$ cat src/hw/rtl/wggc_ram.sv
// Generic single-port-write, single-port-read RAM with registered read.
// No dependencies.
module wggc_ram #(
    parameter int WIDTH = 8,
    parameter int DEPTH = 64
) (
    input  logic                     aclk,
    input  logic                     we,
    input  logic [$clog2(DEPTH)-1:0] waddr,
    input  logic [WIDTH-1:0]         wdata,
    input  logic [$clog2(DEPTH)-1:0] raddr,
    output logic [WIDTH-1:0]         rdata
);
    logic [WIDTH-1:0] mem [DEPTH];

    always_ff @(posedge aclk) begin
        if (we) begin
            mem[waddr] <= wdata;
        end
        rdata <= mem[raddr];
    end
endmodule

$ cat config.mk
export PLATFORM = sky130hd
export DESIGN_NAME = wggc_ram
export DESIGN_NICKNAME = d
export VERILOG_FILES = /design/src/hw/rtl/wggc_ram.sv
export SDC_FILE = /design/constraint.sdc
export NUM_CORES = 1
export LEC_CHECK = 0
export ABC_AREA = 1
export BUFFER_PORTS_ARGS = -buffer_cell sky130_fd_sc_hd__clkbuf_2
export CAP_MARGIN = 20
export CORE_AREA = 2 2 219 221
export CTS_BUF_LIST = sky130_fd_sc_hd__clkbuf_2
export CTS_CLUSTER_DIAMETER = 150
export DETAILED_ROUTE_END_ITERATION = 10
export DIE_AREA = 0 0 221 223
export PLACE_DENSITY = 0.59
export SLEW_MARGIN = 20
export SYNTH_ARGS = -nofsm -noshare
export SYNTH_HDL_FRONTEND = slang
export SYNTH_SLANG_ARGS = --single-unit
$ cat constraint.sdc
create_clock -name aclk -period 4.4 [get_ports aclk]
set_clock_uncertainty 0.15 [all_clocks]
set_input_delay 0.44 -clock aclk [delete_from_list [all_inputs] [get_ports aclk]]
set_output_delay 0.44 -clock aclk [all_outputs]
set_load 0.02 [all_outputs]
==> summary.md <==
| Metric | Value |
|---|---|
| Largest net degree at the start of global routing | `132` |
| Hold Worst Slack | `0.123 ns` |
| Count of unresolved DRC violations after routing | `0` |
| Die width | `221 um` |
| Initial antenna violation count | `1` |
| Placed Area | `21800 um^2` |
| CTS tree | `done` |
| Gr ovfl total | `0` |
| Antenna Violating Nets Remaining | `0` |
| Relative slew slack | `between 30% and 40%` |
| Type of origin of the critical path | `primary input` |
| Critical-path cell list | `dlygate4sd3_1 > buf_4 > inv_4 > buf_12 > nand3_1 > nand3_1 > nand2_1 > nand2_1 > dlygate4sd3_1 > nand3_1 > dlygate4sd3_1 > nand3_1 > dlygate4sd3_1 > nand2_1 > dlygate4sd3_1` |
| Standby leakage power | `8.62 nW` |
| Hold_sp | `raddr[0]` |
| Net count of the mapped netlist | `1827` |
| I/O pin count | `30` |
| Post-synthesis area per instance | `11.8 um^2` |
| RSZ-0062 raised after global routing | `false` |
| R2r startpoint | `mem[45][7]` |
| Placement-stage worst setup slack | `1.35 ns` |
| Number of levels the H-tree was split into | `4` |
| PD cells | `roughly 410 nW/um^2` |
| Setup slack, reg-to-reg | `0.89 ns` |
| Min Clock Period, post-route | `3.88 ns` |
| Die ar. | `49300 um^2` |
| Final Hold Viols | `0` |
| Count of clock tree sinks | `520` |
| Peak supply drop | `0.000227 V` |
| Fraction of post-synthesis cell area in the top cell type by area | `72.0%` |
| Core Region | `47100 um^2` |
| Setup ws final | `roughly 0.52 ns` |
| Share of layout cells above drive strength 1 | `13.6%` |
| Post-layout power | `0.00946 W` |
| Count of routing violations after the opening detailed-route iteration | `1408` |
| Biggest area consumer among synthesized cells | `edfxtp_1` |
| Critical path class | `primary input to flip-flop` |
| Result of the run | `complete, no violations` |
| Hold-fix buffers at CTS | `36` |
| Number of instances in the synthesized netlist | `1805` |
| Maximum fanout along the worst path | `36` |
| Via count of the first global-routing pass | `14200` |
| Synthesis-to-layout area growth | `9.18%` |
| Number of endpoints failing setup at the final stage | `0` |
| Crit share post-route | `88.1%` |
| Root Driver | `clkbuf_2` |
| Hold Path Stages | `9` |
| Worst setup startpoint | `raddr[1]` |
| Average wire per standard cell | `20.9 um` |
| Row Count | `80` |
| Required arrival time at the worst endpoint | `between 5 and 6 ns` |
| Total of max-cap violations | `0` |
| Final wirelength | `roughly 55000 um` |
| Part of the Yosys area used for sequential elements | `72.8%` |
| Cell repeated most along the worst path | `dlygate4sd3_1` |
| Post-CTS Setup Bufs | `0` |
| Highest Clock Rate | `258 MHz` |
| Critical Path Slowest Stage Cell | `dlygate4sd3_1` |
| Pin slew with the least headroom to its limit | `1.01 ns` |
| Count of input and output buffers | `29` |
| DR vias/cell | `5.41` |
| Clock slew at the register clock pins of the worst setup and hold paths | `0.11 ns` |
| Wire length of the first global-routing pass | `83300 um` |
| Initial core utilization | `between 40 and 50%` |
| Signal arrival time at the worst endpoint | `~4.9 ns` |
| Final-layout fill cell count | `4332` |
| Worst Reg-to-Reg Cells | `12` |
| Total standard cell area after synthesis | `about 21000 um^2` |
| Worst path buffer plus inverter count | `8` |
| Count of synthesis-stage warnings from yosys | `0` |
| Final std cell area, no fill | `between 20000 and 25000 um^2` |
| Clock Path Buffers | `3` |
| Final-report max-slew violation count | `0` |
| Placer's final routability congestion estimate | `0.832` |
| Class of the most critical hold timing path | `primary input to flip-flop` |
| Worst setup EP type | `flip-flop` |
| Number of optimization iterations in the first detailed-route pass | `5` |
| Max incr delay on CP | `0.58 ns` |
| Stages on worst setup path | `15` |
| Top Family by Delay on Critical Path | `buffers and inverters` |
| Total via count in the routed design | `around 14000` |
| Overall track demand over capacity in global routing | `22.5%` |
| Leading cell types by total area after synthesis | `edfxtp_1, nand2_1, nand3_1` |
| Floorplan die height | `223 um` |
| Number of gates resized after CTS | `0` |
| Sum of net half-perimeters after detailed placement | `31100 um` |
| Worst-Skew Late Latency | `approximately 1.3 ns` |
| Number of clock buffers inserted by TritonCTS | `136` |
| Nets | `1948` |
| Setup TNS | `0 ns` |
| Flip-flop and latch count after synthesis | `520` |
| Post-synth cell types | `16` |
[cell type report]
type                            count  area (um^2)  share of cell area, %
Tap cell                          615          769                   3.30
Sequential cell                   520        15500                   66.7
Clock buffer                      197          986                   4.23
Multi-Input combinational cell   1160         4950                   21.2
Clock inverter                     19          179                  0.768
Antenna cell                        1         2.50                 0.0107
Inverter                           12         55.1                  0.236
Timing Repair Buffer               96          825                   3.54
[sequential cells by signal, summed over array words and instances, names as in the netlist]
signal / flops
mem: 512
rdata: 8
[cells in the mapped netlist]
cell type / number
nand2_1: 648
edfxtp_1: 512
nand3_1: 439
nor2_1: 56
buf_2: 37
buf_6: 35
clkbuf_1: 15
buf_4: 14
buf_1: 10
inv_1: 10
nand4_1: 9
dfxtp_1: 8
nor4_1: 8
buf_8: 2
inv_2: 1
inv_6: 1
[path summary, 6_finish.rpt]
| path | to |
|---|---|
| worst max register to register | rdata[7] |
| worst min-delay path | rdata[2] |
| worst max-delay path | rdata[7] |
| worst min register to register | rdata[2] |
[placed cells by master, fill, tap and decap left out, types with 2 or more instances in the layout]
cell / Yosys / layout
nand2_1: 648 / 648
edfxtp_1: 512 / 512
nand3_1: 439 / 439
clkbuf_2: 0 / 224
nor2_1: 56 / 56
dlygate4sd3_1: 0 / 36
buf_4: 14 / 26
nand4_1: 9 / 9
inv_2: 1 / 8
inv_1: 10 / 8
nor4_1: 8 / 8
dfxtp_1: 8 / 8
clkinv_1: 0 / 7
buf_12: 0 / 6
bufinv_16: 0 / 4
clkinv_2: 0 / 2
[logic make-up (layout without fill, tap and decap cells)]
family,after synthesis,in the layout,synth area share [%]
other,0,1,0
and+or+nand+nor,1160,1160,23.2
DFF,520,520,72.8
buffers and inverters,125,324,4.02
[tightest hold or removal path: cells and delay by family]
family	cells	cell delay [ns]
buf+inv	1	0.38
simple gates	8	0.64
[through the flow]
stage | utilization, % | cells
2_1_floorplan | - | 1805
3_3_place_gp | 46.2 | 2367
3_5_place_dp | 46.2 | 2367
4_1_cts | 49.4 | 2619
5_1_grt | 49.4 | 2620
6_report | 49.4 | 2620
[metal layers]
metal | part of all wire (%) | GRT usage [%] | vias up
met5 | 0 | 0 | -
met4 | 1.9 | 6.99 | 0
met3 | 8.2 | 6.69 | 74
met2 | 47 | 35.6 | 581
met1 | 43 | 30.1 | 6863
li1 | - | - | 6659
[power breakdown]
group | total (W) | internal, W | switching [W]
clock | 0.00330 | 0.00141 | 0.00189
combinational | 0.000671 | 0.000179 | 0.000493
sequential | 0.00549 | 0.00547 | 0.0000182
total | 0.00946 | 0.00706 | 0.00240
Power figures use the tool's default switching activity.
